==> src/hw/rtl/plsa_pkg.sv <==
// plsa_pkg: shared types, codes and sizes for the pinned LRU slot allocator.
// Used by plsa_ctrl, plsa_dp and pinned_lru_slot_allocator; no dependencies.
package plsa_pkg;

  localparam int SLOT_COUNT = 16;
  localparam int SLOT_W     = $clog2(SLOT_COUNT);
  localparam int CNT_W      = $clog2(SLOT_COUNT + 1);
  localparam int SEQ_W      = 32;
  localparam int FREQ_W     = 24;
  localparam int TOTAL_W    = 32;
  localparam int CMD_W      = 3;
  localparam int IDX_W      = 8;
  localparam int CFG_IDX_W  = 2;
  localparam int CFG_DATA_W = 8;
  localparam int MODE_W     = 2;
  localparam int PCOUNT_W   = 8;
  localparam int STATUS_W   = 2;

  typedef enum logic [CMD_W-1:0] {
    OP_REQUEST    = 3'd0,
    OP_SET_PINNED = 3'd1,
    OP_RELEASE    = 3'd2,
    OP_RESET_DYN  = 3'd3,
    OP_QUERY      = 3'd4
  } op_t;

  typedef enum logic [STATUS_W-1:0] {
    ST_OK         = 2'd0,
    ST_RANGE      = 2'd1,
    ST_NOT_PINNED = 2'd2,
    ST_NO_SLOT    = 2'd3
  } st_t;

  typedef enum logic [MODE_W-1:0] {
    MODE_FIXED   = 2'd0,
    MODE_DYNAMIC = 2'd1,
    MODE_HYBRID  = 2'd2
  } mode_t;

  typedef enum logic [CFG_IDX_W-1:0] {
    CFG_BANK_MODE    = 2'd0,
    CFG_PINNED_COUNT = 2'd1
  } cfg_reg_t;

  typedef enum logic [2:0] {
    S_IDLE,
    S_DECODE,
    S_SEARCH,
    S_EVICT,
    S_APPLY,
    S_COUNT,
    S_DONE
  } state_t;

  // controller -> datapath
  typedef struct packed {
    logic take_item;
    logic ptr_bound;
    logic ptr_zero;
    logic ptr_inc;
    logic pick_ptr;
    logic pick_idx;
    logic eval_oldest;
    logic set_evicted;
    logic set_status;
    st_t  status_code;
    logic reject_inc;
    logic place;
    logic clear_one;
    logic clear_dyn;
    logic cnt_clr;
    logic cnt_acc;
    logic out_load;
  } plsa_cmd_t;

  // datapath -> controller
  typedef struct packed {
    logic [CMD_W-1:0] op;
    logic             bound_full;
    logic             ptr_busy;
    logic             ptr_last;
    logic             idx_oob;
    logic             idx_pinned;
    logic             out_free;
  } plsa_sts_t;

endpackage

==> src/hw/rtl/plsa_ctrl.sv <==
// plsa_ctrl: sequencer for one transaction at a time (decode, scans, update, count).
// Depends on plsa_pkg; drives plsa_dp through plsa_cmd_t.
module plsa_ctrl (
  input  logic                clk,
  input  logic                rst_n,
  input  logic                in_valid,
  output logic                in_ready,
  input  plsa_pkg::plsa_sts_t sts,
  output plsa_pkg::plsa_cmd_t cmd
);
  import plsa_pkg::*;

  state_t state_r, state_nxt;

  always_ff @(posedge clk) begin
    if (!rst_n) begin
      state_r <= S_IDLE;
    end else begin
      state_r <= state_nxt;
    end
  end

  always_comb begin
    state_nxt = state_r;
    cmd       = '0;
    cmd.status_code = ST_OK;
    in_ready  = 1'b0;
    unique case (state_r)
      S_IDLE: begin
        in_ready = 1'b1;
        if (in_valid) begin
          cmd.take_item = 1'b1;
          state_nxt     = S_DECODE;
        end
      end
      S_DECODE: begin
        cmd.ptr_zero = 1'b1;
        cmd.cnt_clr  = 1'b1;
        state_nxt    = S_COUNT;
        case (sts.op)
          OP_REQUEST: begin
            if (sts.bound_full) begin
              cmd.set_status  = 1'b1;
              cmd.status_code = ST_NO_SLOT;
              cmd.reject_inc  = 1'b1;
            end else begin
              cmd.ptr_zero  = 1'b0;
              cmd.cnt_clr   = 1'b0;
              cmd.ptr_bound = 1'b1;
              state_nxt     = S_SEARCH;
            end
          end
          OP_SET_PINNED: begin
            if (sts.idx_oob) begin
              cmd.set_status  = 1'b1;
              cmd.status_code = ST_RANGE;
            end else if (!sts.idx_pinned) begin
              cmd.pick_idx    = 1'b1;
              cmd.set_status  = 1'b1;
              cmd.status_code = ST_NOT_PINNED;
            end else begin
              cmd.pick_idx = 1'b1;
              cmd.ptr_zero = 1'b0;
              cmd.cnt_clr  = 1'b0;
              state_nxt    = S_APPLY;
            end
          end
          OP_RELEASE: begin
            if (sts.idx_oob) begin
              cmd.set_status  = 1'b1;
              cmd.status_code = ST_RANGE;
            end else begin
              cmd.pick_idx = 1'b1;
              cmd.ptr_zero = 1'b0;
              cmd.cnt_clr  = 1'b0;
              state_nxt    = S_APPLY;
            end
          end
          OP_RESET_DYN: begin
            cmd.clear_dyn = 1'b1;
          end
          default: begin
          end
        endcase
      end
      S_SEARCH: begin
        if (!sts.ptr_busy) begin
          cmd.pick_ptr = 1'b1;
          state_nxt    = S_APPLY;
        end else if (sts.ptr_last) begin
          cmd.ptr_bound = 1'b1;
          state_nxt     = S_EVICT;
        end else begin
          cmd.ptr_inc = 1'b1;
        end
      end
      S_EVICT: begin
        cmd.eval_oldest = 1'b1;
        if (sts.ptr_last) begin
          cmd.set_evicted = 1'b1;
          state_nxt       = S_APPLY;
        end else begin
          cmd.ptr_inc = 1'b1;
        end
      end
      S_APPLY: begin
        if (sts.op == OP_RELEASE) begin
          cmd.clear_one = 1'b1;
        end else begin
          cmd.place = 1'b1;
        end
        cmd.ptr_zero = 1'b1;
        cmd.cnt_clr  = 1'b1;
        state_nxt    = S_COUNT;
      end
      S_COUNT: begin
        cmd.cnt_acc = 1'b1;
        if (sts.ptr_last) begin
          state_nxt = S_DONE;
        end else begin
          cmd.ptr_inc = 1'b1;
        end
      end
      S_DONE: begin
        if (sts.out_free) begin
          cmd.out_load = 1'b1;
          state_nxt    = S_IDLE;
        end
      end
      default: begin
        state_nxt = S_IDLE;
      end
    endcase
  end

endmodule

==> src/hw/rtl/plsa_dp.sv <==
// plsa_dp: slot bank state, scan pointer, oldest-stamp search, counters, totals,
// configuration registers and result register. Depends on plsa_pkg.
module plsa_dp (
  input  logic                             clk,
  input  logic                             rst_n,
  input  plsa_pkg::plsa_cmd_t              cmd,
  output plsa_pkg::plsa_sts_t              sts,
  input  logic [plsa_pkg::CMD_W-1:0]       in_command,
  input  logic [plsa_pkg::IDX_W-1:0]       in_slot_index,
  input  logic [plsa_pkg::FREQ_W-1:0]      in_frequency,
  input  logic                             cfg_we,
  input  logic [plsa_pkg::CFG_IDX_W-1:0]   cfg_index,
  input  logic [plsa_pkg::CFG_DATA_W-1:0]  cfg_data,
  output logic                             out_valid,
  input  logic                             out_ready,
  output logic [plsa_pkg::STATUS_W-1:0]    out_status,
  output logic [plsa_pkg::SLOT_W-1:0]      out_chosen_slot,
  output logic                             out_evicted,
  output logic [plsa_pkg::CNT_W-1:0]       out_used_count,
  output logic [plsa_pkg::CNT_W-1:0]       out_free_dynamic_count,
  output logic [plsa_pkg::TOTAL_W-1:0]     out_reject_total,
  output logic [plsa_pkg::TOTAL_W-1:0]     out_evict_total
);
  import plsa_pkg::*;

  logic [CMD_W-1:0]    item_cmd_r;
  logic [IDX_W-1:0]    item_idx_r;
  logic [FREQ_W-1:0]   item_freq_r;
  logic [SLOT_W-1:0]   ptr_r;
  logic [SLOT_W-1:0]   pick_r;
  logic [SEQ_W-1:0]    best_seq_r;
  logic                best_vld_r;
  logic                evicted_r;
  st_t                 status_r;
  logic [CNT_W-1:0]    used_r;
  logic [CNT_W-1:0]    free_r;
  logic [SEQ_W-1:0]    next_seq_r;
  logic [TOTAL_W-1:0]  rejects_r;
  logic [TOTAL_W-1:0]  evicts_r;
  logic [SLOT_COUNT-1:0] busy_r;
  logic [MODE_W-1:0]   mode_r;
  logic [PCOUNT_W-1:0] pcount_r;
  logic [CNT_W-1:0]    bound_r;
  logic [SEQ_W-1:0]    seq_mem_r  [SLOT_COUNT];
  logic [FREQ_W-1:0]   freq_mem_r [SLOT_COUNT];

  logic                out_valid_r;
  st_t                 out_status_r;
  logic [SLOT_W-1:0]   out_slot_r;
  logic                out_evicted_r;
  logic [CNT_W-1:0]    out_used_r;
  logic [CNT_W-1:0]    out_free_r;
  logic [TOTAL_W-1:0]  out_rej_r;
  logic [TOTAL_W-1:0]  out_evt_r;

  logic                cfg_hit;
  logic [MODE_W-1:0]   mode_nxt;
  logic [PCOUNT_W-1:0] pcount_nxt;
  logic [CNT_W-1:0]    bound_nxt;
  logic [SEQ_W-1:0]    ptr_seq;
  logic                ptr_unpinned;
  logic [SLOT_COUNT-1:0] dyn_mask;

  // configuration decode and pinned bound
  always_comb begin
    cfg_hit    = 1'b0;
    mode_nxt   = mode_r;
    pcount_nxt = pcount_r;
    if (cfg_we) begin
      unique case (cfg_index)
        CFG_BANK_MODE: begin
          cfg_hit  = 1'b1;
          mode_nxt = cfg_data[MODE_W-1:0];
        end
        CFG_PINNED_COUNT: begin
          cfg_hit    = 1'b1;
          pcount_nxt = cfg_data[PCOUNT_W-1:0];
        end
        default: begin
        end
      endcase
    end
    unique case (mode_nxt)
      MODE_FIXED:   bound_nxt = CNT_W'(SLOT_COUNT);
      MODE_DYNAMIC: bound_nxt = '0;
      default: begin
        if (PCOUNT_W'(SLOT_COUNT) < pcount_nxt) begin
          bound_nxt = CNT_W'(SLOT_COUNT);
        end else begin
          bound_nxt = CNT_W'(pcount_nxt);
        end
      end
    endcase
  end

  always_comb begin
    ptr_seq      = seq_mem_r[ptr_r];
    ptr_unpinned = ({1'b0, ptr_r} >= bound_r);
    for (int i = 0; i < SLOT_COUNT; i++) begin
      dyn_mask[i] = (CNT_W'(i) >= bound_r);
    end
  end

  always_comb begin
    sts.op         = item_cmd_r;
    sts.bound_full = (bound_r == CNT_W'(SLOT_COUNT));
    sts.ptr_busy   = busy_r[ptr_r];
    sts.ptr_last   = (ptr_r == SLOT_W'(SLOT_COUNT - 1));
    sts.idx_oob    = (item_idx_r >= IDX_W'(SLOT_COUNT));
    sts.idx_pinned = ({{(IDX_W-CNT_W){1'b0}}, bound_r} > item_idx_r);
    sts.out_free   = !out_valid_r || out_ready;
  end

  // control and bank state
  always_ff @(posedge clk) begin
    if (!rst_n) begin
      mode_r     <= MODE_FIXED;
      pcount_r   <= '0;
      bound_r    <= CNT_W'(SLOT_COUNT);
      busy_r     <= '0;
      next_seq_r <= SEQ_W'(1);
      rejects_r  <= '0;
      evicts_r   <= '0;
      out_valid_r <= 1'b0;
    end else begin
      if (cfg_hit) begin
        mode_r     <= mode_nxt;
        pcount_r   <= pcount_nxt;
        bound_r    <= bound_nxt;
        busy_r     <= '0;
        next_seq_r <= SEQ_W'(1);
        rejects_r  <= '0;
        evicts_r   <= '0;
      end else begin
        if (cmd.reject_inc) begin
          rejects_r <= rejects_r + TOTAL_W'(1);
        end
        if (cmd.place) begin
          busy_r[pick_r] <= 1'b1;
          next_seq_r     <= next_seq_r + SEQ_W'(1);
          if (evicted_r) begin
            evicts_r <= evicts_r + TOTAL_W'(1);
          end
        end
        if (cmd.clear_one) begin
          busy_r[pick_r] <= 1'b0;
        end
        if (cmd.clear_dyn) begin
          busy_r <= busy_r & ~dyn_mask;
        end
      end
      if (cmd.out_load) begin
        out_valid_r <= 1'b1;
      end else if (out_ready) begin
        out_valid_r <= 1'b0;
      end
    end
  end

  // payload and scan registers
  always_ff @(posedge clk) begin
    if (cmd.take_item) begin
      item_cmd_r  <= in_command;
      item_idx_r  <= in_slot_index;
      item_freq_r <= in_frequency;
      pick_r      <= '0;
      evicted_r   <= 1'b0;
      status_r    <= ST_OK;
    end
    if (cmd.set_status) begin
      status_r <= cmd.status_code;
    end
    if (cmd.set_evicted) begin
      evicted_r <= 1'b1;
    end
    if (cmd.pick_idx) begin
      pick_r <= item_idx_r[SLOT_W-1:0];
    end
    if (cmd.pick_ptr) begin
      pick_r <= ptr_r;
    end
    if (cmd.ptr_bound) begin
      ptr_r      <= bound_r[SLOT_W-1:0];
      best_vld_r <= 1'b0;
    end else if (cmd.ptr_zero) begin
      ptr_r <= '0;
    end else if (cmd.ptr_inc) begin
      ptr_r <= ptr_r + SLOT_W'(1);
    end
    if (cmd.eval_oldest && (!best_vld_r || (ptr_seq < best_seq_r))) begin
      best_seq_r <= ptr_seq;
      best_vld_r <= 1'b1;
      pick_r     <= ptr_r;
    end
    if (cmd.place) begin
      seq_mem_r[pick_r]  <= next_seq_r;
      freq_mem_r[pick_r] <= item_freq_r;
    end
    if (cmd.cnt_clr) begin
      used_r <= '0;
      free_r <= '0;
    end else if (cmd.cnt_acc) begin
      if (busy_r[ptr_r]) begin
        used_r <= used_r + CNT_W'(1);
      end else if (ptr_unpinned) begin
        free_r <= free_r + CNT_W'(1);
      end
    end
    if (cmd.out_load) begin
      out_status_r  <= status_r;
      out_slot_r    <= pick_r;
      out_evicted_r <= evicted_r;
      out_used_r    <= used_r;
      out_free_r    <= free_r;
      out_rej_r     <= rejects_r;
      out_evt_r     <= evicts_r;
    end
  end

  assign out_valid              = out_valid_r;
  assign out_status             = out_status_r;
  assign out_chosen_slot        = out_slot_r;
  assign out_evicted            = out_evicted_r;
  assign out_used_count         = out_used_r;
  assign out_free_dynamic_count = out_free_r;
  assign out_reject_total       = out_rej_r;
  assign out_evict_total        = out_evt_r;

endmodule

==> src/hw/rtl/pinned_lru_slot_allocator.sv <==
// Top level of the pinned LRU slot allocator: plsa_ctrl sequences plsa_dp.
// Depends on plsa_pkg, plsa_ctrl and plsa_dp.
//
// Usage: commands enter on the in_ channel (valid/ready), one result per
// transaction leaves on the out_ channel (valid/ready). Bank mode and pinned
// count are written through the cfg_ channel (index 0 mode, 1 pinned count;
// other indexes are ignored); a write clears every slot, the sequence stamp
// and both totals. cfg_ready is always high; write only while idle.
// One transaction is in work at a time. The bank is walked one slot per
// cycle: a request scans the unpinned slots for a free one, then for the
// oldest stamp if all are busy, and every command ends with a pass over
// all slots that counts used and free slots. The next transaction can be
// taken in the cycle after the result is loaded. The result sits in its own
// register, so the next transaction is taken while it waits; if out_ready
// stays low, the following result is held back until the register empties.
// Synchronous active-low reset gives bank mode 0 (all pinned), an empty bank
// and zero totals; no clearing pass is needed.
module pinned_lru_slot_allocator (
  input  logic                             clk,
  input  logic                             rst_n,
  input  logic                             in_valid,
  output logic                             in_ready,
  input  logic [plsa_pkg::CMD_W-1:0]       in_command,
  input  logic [plsa_pkg::IDX_W-1:0]       in_slot_index,
  input  logic [plsa_pkg::FREQ_W-1:0]      in_frequency,
  output logic                             out_valid,
  input  logic                             out_ready,
  output logic [plsa_pkg::STATUS_W-1:0]    out_status,
  output logic [plsa_pkg::SLOT_W-1:0]      out_chosen_slot,
  output logic                             out_evicted,
  output logic [plsa_pkg::CNT_W-1:0]       out_used_count,
  output logic [plsa_pkg::CNT_W-1:0]       out_free_dynamic_count,
  output logic [plsa_pkg::TOTAL_W-1:0]     out_reject_total,
  output logic [plsa_pkg::TOTAL_W-1:0]     out_evict_total,
  input  logic                             cfg_valid,
  output logic                             cfg_ready,
  input  logic [plsa_pkg::CFG_IDX_W-1:0]   cfg_index,
  input  logic [plsa_pkg::CFG_DATA_W-1:0]  cfg_data
);
  import plsa_pkg::*;

  plsa_cmd_t cmd;
  plsa_sts_t sts;

  assign cfg_ready = 1'b1;

  plsa_ctrl u_ctrl (
    .clk      (clk),
    .rst_n    (rst_n),
    .in_valid (in_valid),
    .in_ready (in_ready),
    .sts      (sts),
    .cmd      (cmd)
  );

  plsa_dp u_dp (
    .clk                    (clk),
    .rst_n                  (rst_n),
    .cmd                    (cmd),
    .sts                    (sts),
    .in_command             (in_command),
    .in_slot_index          (in_slot_index),
    .in_frequency           (in_frequency),
    .cfg_we                 (cfg_valid && cfg_ready),
    .cfg_index              (cfg_index),
    .cfg_data               (cfg_data),
    .out_valid              (out_valid),
    .out_ready              (out_ready),
    .out_status             (out_status),
    .out_chosen_slot        (out_chosen_slot),
    .out_evicted            (out_evicted),
    .out_used_count         (out_used_count),
    .out_free_dynamic_count (out_free_dynamic_count),
    .out_reject_total       (out_reject_total),
    .out_evict_total        (out_evict_total)
  );

`ifndef SYNTH
  a_one_in_flight: assert property (@(posedge clk) disable iff (!rst_n)
    (in_valid && in_ready) |=> !in_ready)
    else $error("second transaction accepted while one is in work");

  a_counts_fit: assert property (@(posedge clk) disable iff (!rst_n)
    out_valid |-> ((out_used_count + out_free_dynamic_count) <= CNT_W'(SLOT_COUNT)))
    else $error("used plus free slots exceed the bank size");

  a_reject_shape: assert property (@(posedge clk) disable iff (!rst_n)
    (out_valid && (out_status == ST_NO_SLOT)) |-> (out_chosen_slot == '0 && !out_evicted))
    else $error("rejected request reports a slot or an eviction");

  a_evict_ok: assert property (@(posedge clk) disable iff (!rst_n)
    (out_valid && out_evicted) |-> (out_status == ST_OK && out_evict_total != '0))
    else $error("eviction reported without ok status or evict count");
`endif

endmodule

==> config.mk <==
export PLATFORM = sky130hd
export DESIGN_NAME = pinned_lru_slot_allocator
export DESIGN_NICKNAME = d
export VERILOG_FILES = /design/src/hw/rtl/plsa_pkg.sv /design/src/hw/rtl/plsa_ctrl.sv /design/src/hw/rtl/plsa_dp.sv /design/src/hw/rtl/pinned_lru_slot_allocator.sv
export SDC_FILE = /design/constraint.sdc
export NUM_CORES = 1
export LEC_CHECK = 0
export ABC_AREA = 0
export BUFFER_PORTS_ARGS = -buffer_cell sky130_fd_sc_hd__buf_2
export CORE_MARGIN = 5
export CORE_UTILIZATION = 41
export CTS_BUF_LIST = sky130_fd_sc_hd__clkbuf_4 sky130_fd_sc_hd__clkbuf_8
export CTS_CLUSTER_DIAMETER = 200
export DETAILED_ROUTE_END_ITERATION = 8
export PLACE_DENSITY = 0.55
export SLEW_MARGIN = 20
export SYNTH_ARGS = -nofsm -noshare
export SYNTH_HDL_FRONTEND = slang
export SYNTH_SLANG_ARGS = --single-unit
==> constraint.sdc <==
create_clock -name clk -period 14.5 [get_ports clk]
set_input_delay 2.175 -clock clk [delete_from_list [all_inputs] [get_ports clk]]
set_output_delay 2.175 -clock clk [all_outputs]
set_load 0.05 [all_outputs]
# Word-level counts from Yosys, hierarchy flattened
# Memory sizes are Yosys's and may differ from the RTL's. A register that Yosys moved wholly into a read port is not among the register bits.
# Cells that the tools add are included.
# word_totals
ff_bits	277
mem_bits_rw	512
inputBits	50
output_inout_bits	84
n_memories	1
# classes
addsub	6
n_lt_le_gt_ge	24
eq_ne	18
mux	83
n_bitwise	7
n_reduce_logical	22
# mem_list
name	words	word_bits	read_ports	rd_clocked_by_memory_dff	wr	line_no	rtl
u_dp.seq_mem_r	16	32	1	1	1	plsa_dp.sv:44	logic [SEQ_W-1:0] seq_mem_r [SLOT_COUNT];
# ops
cell	n
32-bit by 1-bit adder with 32-bit output, second input constant	3
16-bit two-way mux	5
4-bit by 5-bit >= comparator with 1-bit output, first input constant	8
4-bit two-way mux	10
1-bit two-way mux	35
3-bit two-way mux	11
16-bit bitwise AND	2
32-bit less-than comparator	1
16-bit NOT	2
3-bit case mux with 7 select lines	1
3-bit by 5-bit >= comparator with 1-bit output, first input constant	4
3-bit case mux with 3 select lines	2
8-bit two-way mux	2
16-bit bitwise OR	1
2-bit two-way mux	7
3-bit by 2-bit equality test with 1-bit output, second input constant	4
5-bit by 1-bit adder with 5-bit output, second input constant	2
1-bit by 5-bit >= comparator with 1-bit output, first input constant	2
2-bit by 5-bit >= comparator with 1-bit output, first input constant	2
4-bit by 5-bit less-than comparator with 1-bit output, second input constant	2
5-bit case mux with 2 select lines	1
3-bit equality test, second input constant	3
8-bit by 5-bit >= comparator with 1-bit output, second input constant	1
5-bit by 8-bit greater-than comparator with 1-bit output	1
28 further kinds	48

# Depth between registers and ports, before layout
# Gate-level depths: netlist of run 1.
# depth
ltp_word	11
ltp_mapped	11
ltp_nobuf	9

# By module
# From an unflattened synthesis of run 1, not the netlist that was laid out.
# unflattened
hier_cells	1865
hier_area_um2	31392.6
# modules_own_cells
module	n_inst	cells_each	area_each_um2	seq_area_each_um2
plsa_dp	1	1782	30840.8	22281.4
plsa_ctrl	1	81	540.5	60.1
pinned_lru_slot_allocator	1	2	11.3	0.0

# Worst setup path after synthesis of run 1
# OpenSTA, ideal clock, no wires.
# synth_timing
kind	flip-flop to flip-flop
startpoint	reg (tool-made name)
endpoint	reg u_dp.best_seq_r[0] (enable)
setup_time_ns	0.421
arrival_time_ns	4.813
required_ns	14.079
path_slack_ns	9.266
path_stages_with_launch	12
path_buffers	2
path_cell_list	dfxtp_1 -> clkbuf_1 -> buf_1 -> mux4_2 -> mux4_2 -> ha_1 -> a21o_1 -> a211o_1 -> o221a_2 -> o21ai_0 -> a31oi_1 -> nor2_1
# synth_lines
item	line_no	rtl
end signal: assignment	plsa_dp.sv:191	best_seq_r <= ptr_seq;
end: declaration	plsa_dp.sv:31	logic [SEQ_W-1:0] best_seq_r;

==> results.cfg, run 1 <==
[layout]
layout_commonest_cell = edfxtp_1
drive_above_1_share_pct = 26.54
fillers = 6514
finish.utilization_pct = 47.64
fin_area_um2 = 36300
final_nets = 2167
layout.cells.non_filler = 3213
area_growth_pct = 14.79
final_cell_mix = edfxtp_1, mux4_2, clkbuf_8

[sta]
fin_setup_tns_ns = 0
slew_headroom_pct = 25.37
setup_viol = 0
final_hold_viol_count = 0
rsz0062_at_grt = no
fin_crit_sh_pct = 43.58
maxSlewViolCount = 0
hold_slack_ns = 0.4532
max_freq_mhz = 158.3
min_period_ns = 6.319
finClkSkew_ns = 0.03619
worst_pin_slew_ns = 1.113

[synth]
synth_cells = 1877
synth_top_cell_by_area = edfxtp_1
syn_area_um2 = 31620
synth_top_area_share_pct = 61.34
syn_nets = 1973
synth-edff-count = 646
ys_async_sr_fraction_pct = 0
synth_area_per_cell_um2 = 16.85
netlist_top_cells_area = edfxtp_1, mux4_2, dfxtp_1
ys_ff_latch = 793
synth_ff_type = edfxtp_1
seq_area_frac_synth_pct = 70.65
ys_warn_count = 0
ys_types = 70

[clock_network]
clockBufferDepth = 3
cts_tree = done
clk-insertion-delay-late_ns = 0.78
postCtsResizedCells = 0
holdBufCountCts = 0
cts_root_buf = clkbuf_8
cts_max_level = 4
clock_sinks = 793
path_clk_slew_ns = 0.06
post-cts-setup-buffers = 0
cts_inserted_buffers = 135

[die]
die-area_um2 = 82790
initial_core_util_pct = 41.50
die_w_um = 287.7
ios = 134
dieHeight_um = 287.7
num_rows = 101
coreArea_um2 = 76200

[place]
portBuffers = 108
placed_area_um2 = 33480
hpwl_um = 41430
routabilityCongestion = 0.8268
placed_cells = 2964

[critical_path]
cp_max_fo = 53
reg2reg_slack_ns = 8.18
slowest_delay_ns = 0.85
worst_setup_path_end_kind = flip-flop
path_delay_family = buffers and inverters
r2r-end = u_dp.best_seq_r[29]
start_kind = flip-flop
worst-path-buf-inv = 3
slowest_stage = nor4_1
required_ns = 14.95
reg2reg_depth = 12
critical_path_arrival_ns = 6.77
cpMostUsedCell = buf_4
crit_chain = buf_4 -> buf_4 -> mux4_2 -> mux4_2 -> ha_1 -> nand4_1 -> nor4_1 -> nand4_1 -> a211o_1 -> a31oi_1 -> nor2_4 -> buf_4
worstSetupPathType = reg -> reg

[drt]
drcViolationCount = 0
wl_um = 72790
firstDrtPassIters = 5
detail-route-antenna-nets = 0
vias = 17450
routed_via_density = 5.430
wire_per_inst_um = 22.66
drtIter0Drc = 1326

[global_routing]
grt_max_degree = 98
grt_overflow = 0
grt_pass1_wl_um = 111000
grt_pass1_vias = 18150
track_usage_pct = 17.80
antenna_found_initial = 2

[worst_hold_path]
hold_start = u_dp.evicted_r
whs_path_depth = 0
min_path_type = reg -> reg
whs_endpoint = u_dp.out_evicted

[status]
status = complete, no violations

[pwr]
p_per_area_nw_per_um2 = 168.3
ir_drop_mv = 0.09895
leakage_nw = 12.29

[job]
maxCapViolations = 0
[registers in the layout, summed over array words and instances (netlist names), 16 cells and up, named ones only]
| name | flops |
|---|---|
| u_dp.rejects_r | 32 |
| u_dp.next_seq_r | 32 |
| u_dp.seq_mem_r | 512 |
| u_dp.evicts_r | 32 |
| u_dp.out_reject_total | 32 |
| u_dp.out_evict_total | 32 |
| u_dp.best_seq_r | 32 |
| u_dp.busy_r | 16 |
[how the worst max path moves through the flow]
stage	startpoint	to	slack, ns	cells past startpoint
2_1_floorplan	flip-flop	u_dp.best_seq_r[0]	9.27	11
3_3_place_gp	flip-flop	u_dp.best_seq_r[29]	8.08	12
3_5_place_dp	flip-flop	u_dp.best_seq_r[28]	8.05	12
4_1_cts	flip-flop	u_dp.best_seq_r[1]	8.03	12
5_1_grt	flip-flop	u_dp.pick_r[2]	7.90	11
6_report	flip-flop	u_dp.best_seq_r[29]	8.18	12
[logic make-up (layout without fill, tap and decap cells)]
| group | Yosys count | after routing | share of synthesized area, % |
|---|---|---|---|
| mux | 184 | 184 | 12.25 |
| simple gates | 451 | 451 | 7.593 |
| flops | 793 | 793 | 70.65 |
| buf+inv | 135 | 440 | 1.685 |
| xor+xnor | 76 | 76 | 2.105 |
| fa+ha+maj | 46 | 46 | 1.820 |
| compound gates | 191 | 191 | 3.885 |
| other cells | 1 | 2 | 0.01186 |
[metrics by stage]
step | worst slack [ns] | power, W
final | 8.181 | 0.006111
after global routing | 7.896 | 0.006420
after CTS | 8.026 | 0.006201
after detailed placement | 8.049 | 0.004118
after global placement | 8.077 | 0.004104
after floorplan | 9.266 | 0.003721
[cell type report]
cell class,instances,area (um2),share of cell area (%)
diodes,1,2.502,0.006893
clock buffers,196,2385,6.569
clock inverters,52,432.9,1.193
inverters,57,214.0,0.5894
multi-input cells,949,8872,24.44
flip-flops and latches,793,22350,61.57
well taps,1030,1289,3.550
repair buffers,135,755.7,2.082
[per-layer routing]
layer	wire (um)	GRT usage, %	share of wire, %
met1	31780	23.60	44
met2	35380	28.82	49
met3	4164	4.972	5.7
met4	1470	5.487	2.0
met5	0	0	0
[power breakdown]
group          switching [W]  leakage, nW  total, W  internal, W
clock               0.000901         1.48   0.00206      0.00116
sequential          0.000167         7.34   0.00277      0.00260
combinational       0.000698         3.47   0.00128     0.000583
total                0.00177         12.3   0.00611      0.00434
[synthesized netlist by cell type, types with 17 or more instances]
library cell	count
edfxtp_1	646
nor3_1	18
and4_1	18
buf_1	17
o21ai_0	44
a21oi_1	51
inv_1	57
nand4_1	39
dfxtp_1	147
or3_1	28
nand2_1	73
mux4_2	162
clkbuf_1	49
nor2_1	123
xor2_1	52
nand3_1	54
xnor2_1	24
ha_1	46
mux2i_1	17
Power figures use the tool's default switching activity.
==> run 2, diff against run 1 <==
--- a/config.mk
+++ b/config.mk
@@ -12,7 +12,7 @@
 export CTS_BUF_LIST = sky130_fd_sc_hd__clkbuf_4 sky130_fd_sc_hd__clkbuf_8
 export CTS_CLUSTER_DIAMETER = 200
 export DETAILED_ROUTE_END_ITERATION = 8
-export PLACE_DENSITY = 0.55
+export PLACE_DENSITY = 0.57
 export SLEW_MARGIN = 20
 export SYNTH_ARGS = -nofsm -noshare
 export SYNTH_HDL_FRONTEND = slang
==> constraint.sdc (replaced) <==
create_clock -name clk -period 5.5 [get_ports clk]
set_input_delay 0.825 -clock clk [delete_from_list [all_inputs] [get_ports clk]]
set_output_delay 0.825 -clock clk [all_outputs]
set_load 0.05 [all_outputs]
==> run 2 against run 1 <==
  * Global-route usage rose by 0.14 points
  * Setup slack worse by 7.2 ns
  * Highest routed layer is now met5
  * Hold slack lost 0.23 ns
  * Critical endpoint is now u_dp.best_seq_r[26]
  * Utilization increased by 0.16 points
  * Power rose to 2.6 times the previous value
  * Combinational power rose to 2.8 times the previous value
==> results.cfg, run 2 (synthesis results as in run 1) <==
[layout]
drive_above_1_share_pct = 26.89
regMostFlops = u_dp.seq_mem_r
layout_commonest_cell = edfxtp_1
largest_reg_flops = 512
final_cell_mix = edfxtp_1, mux4_2, clkbuf_8
final_nets = 2186
area_growth_pct = 15.17

[pwr]
clkPwrFrac_pct = 32.6
p_per_area_nw_per_um2 = 441.6
ir_drop_mv = 0.2503
pwr-share-comb_pct = 22.3
power_frac_seq_pct = 45.1
swShare_pct = 29.11
p_int_w = 0.01140
p_switching_w = 0.004681
leakage_nw = 12.11

[die]
dieHeight_um = 287.7
coreArea_um2 = 76200
ios = 134
num_rows = 101
die-area_um2 = 82790
die_w_um = 287.7
initial_core_util_pct = 41.50

[drt]
drcViolationCount = 0
routed_via_density = 5.413
vias = 17480
detail-route-antenna-nets = 0
drtIter0Drc = 1520
wire_per_inst_um = 22.81
firstDrtPassIters = 5
wl_um = 73670

[place]
routabilityCongestion = 0.8448
portBuffers = 108
place_ws_ns = 1.027
hpwl_um = 43890

[status]
status = complete, no violations

[worst_hold_path]
min_path_type = in -> reg

[clock_network]
clock_sinks = 793
clockBufferDepth = 3
path_clk_slew_ns = 0.06
post-cts-setup-buffers = 0
cts_tree = done
cts_root_buf = clkbuf_8
cts_inserted_buffers = 134
postCtsResizedCells = 0
cts_max_level = 4
clk-insertion-delay-late_ns = 0.78
holdBufCountCts = 0

[sta]
final_hold_viol_count = 0
worst_pin_slew_ns = 1.093
fin_crit_sh_pct = 81.65
rsz0062_at_grt = no
slew_headroom_pct = 26.98
min_period_ns = 4.491
setup_viol = 0
finClkSkew_ns = 0.04170
max_freq_mhz = 222.7
worst_slack_ns = 1.009
fin_setup_tns_ns = 0
maxSlewViolCount = 0

[critical_path]
worstSetupPathType = reg -> reg
worst_setup_path_end_kind = flip-flop
reg2reg_slack_ns = 1.01
start_kind = flip-flop
required_ns = 6.00
critical_path_arrival_ns = 4.99
cp_max_fo = 32

[global_routing]
grt_max_degree = 64
grt_overflow = 0
grt_pass1_vias = 18200
grt_pass1_wl_um = 111600
antenna_found_initial = 2
track_usage_pct = 17.94

[job]
maxCapViolations = 0
-- run 2: worst paths after layout --
path / cells after the start / endpoint / start
max: 13 / u_dp.best_seq_r[26] / flip-flop
min: 1 / u_dp.item_cmd_r[2] / in_command[2]
max reg2reg: 13 / u_dp.best_seq_r[26] / flip-flop
min reg2reg: 0 / u_dp.out_status[0] / u_dp.status_r[0]
-- run 2: layer usage --
metal	GRT usage, %	vias to the layer above	part of all wire (%)
met1	24.08	8986	43
li1	-	7852	-
met4	5.548	2	1.9
met3	4.727	110	6.4
met5	0	-	0.027
met2	28.93	527	49
-- run 2: per-stage QoR --
step / utilization, % / cells / hold slack (ns) / total power (W) / instance area (um2)
detailed placement: 44.23 / 2984 / 0.4119 / 0.01100 / 33710
finish: 47.80 / 3229 / 0.2216 / 0.01608 / 36420
global placement: 44.23 / 2984 / 0.4146 / 0.01096 / 33710
floorplan: - / 1877 / 0.4003 / 0.009818 / 31620
CTS: 47.79 / 3228 / 0.1327 / 0.01629 / 36420
global route: 47.80 / 3229 / 0.1530 / 0.01689 / 36420
-- run 2: cell type report --
| class | instances | area (um2) |
|---|---|---|
| Clock buffer | 196 | 2404 |
| Fill cell | 6477 | 39780 |
| Sequential cell | 793 | 22350 |
| Timing Repair Buffer | 155 | 980.9 |
| Clock inverter | 48 | 309.0 |
| Inverter | 57 | 214.0 |
| Antenna cell | 1 | 2.502 |
| Multi-Input combinational cell | 949 | 8872 |
| Tap cell | 1030 | 1289 |
-- run 2: power by group through the flow --
stage,Combinational [W],Clock [W],Sequential (W)
detailed placement,0.00362,0,0.00738
finish,0.00359,0.00525,0.00725
CTS,0.00364,0.00540,0.00725
floorplan,0.00261,0,0.00721
global placement,0.00360,0,0.00736
global route,0.00390,0.00570,0.00729
-- run 2: worst max-delay path: stages, from the launching register on --
cell     delay [ns]
dfxtp_4        0.71
buf_4          0.52
mux4_2         0.39
mux4_2         0.51
ha_1           0.30
nand4_1        0.21
nor4_1         0.31
buf_4          0.19
nand4_1        0.09
a211o_1        0.31
a31oi_1        0.18
buf_4          0.18
nor2_4         0.04
buf_12         0.19
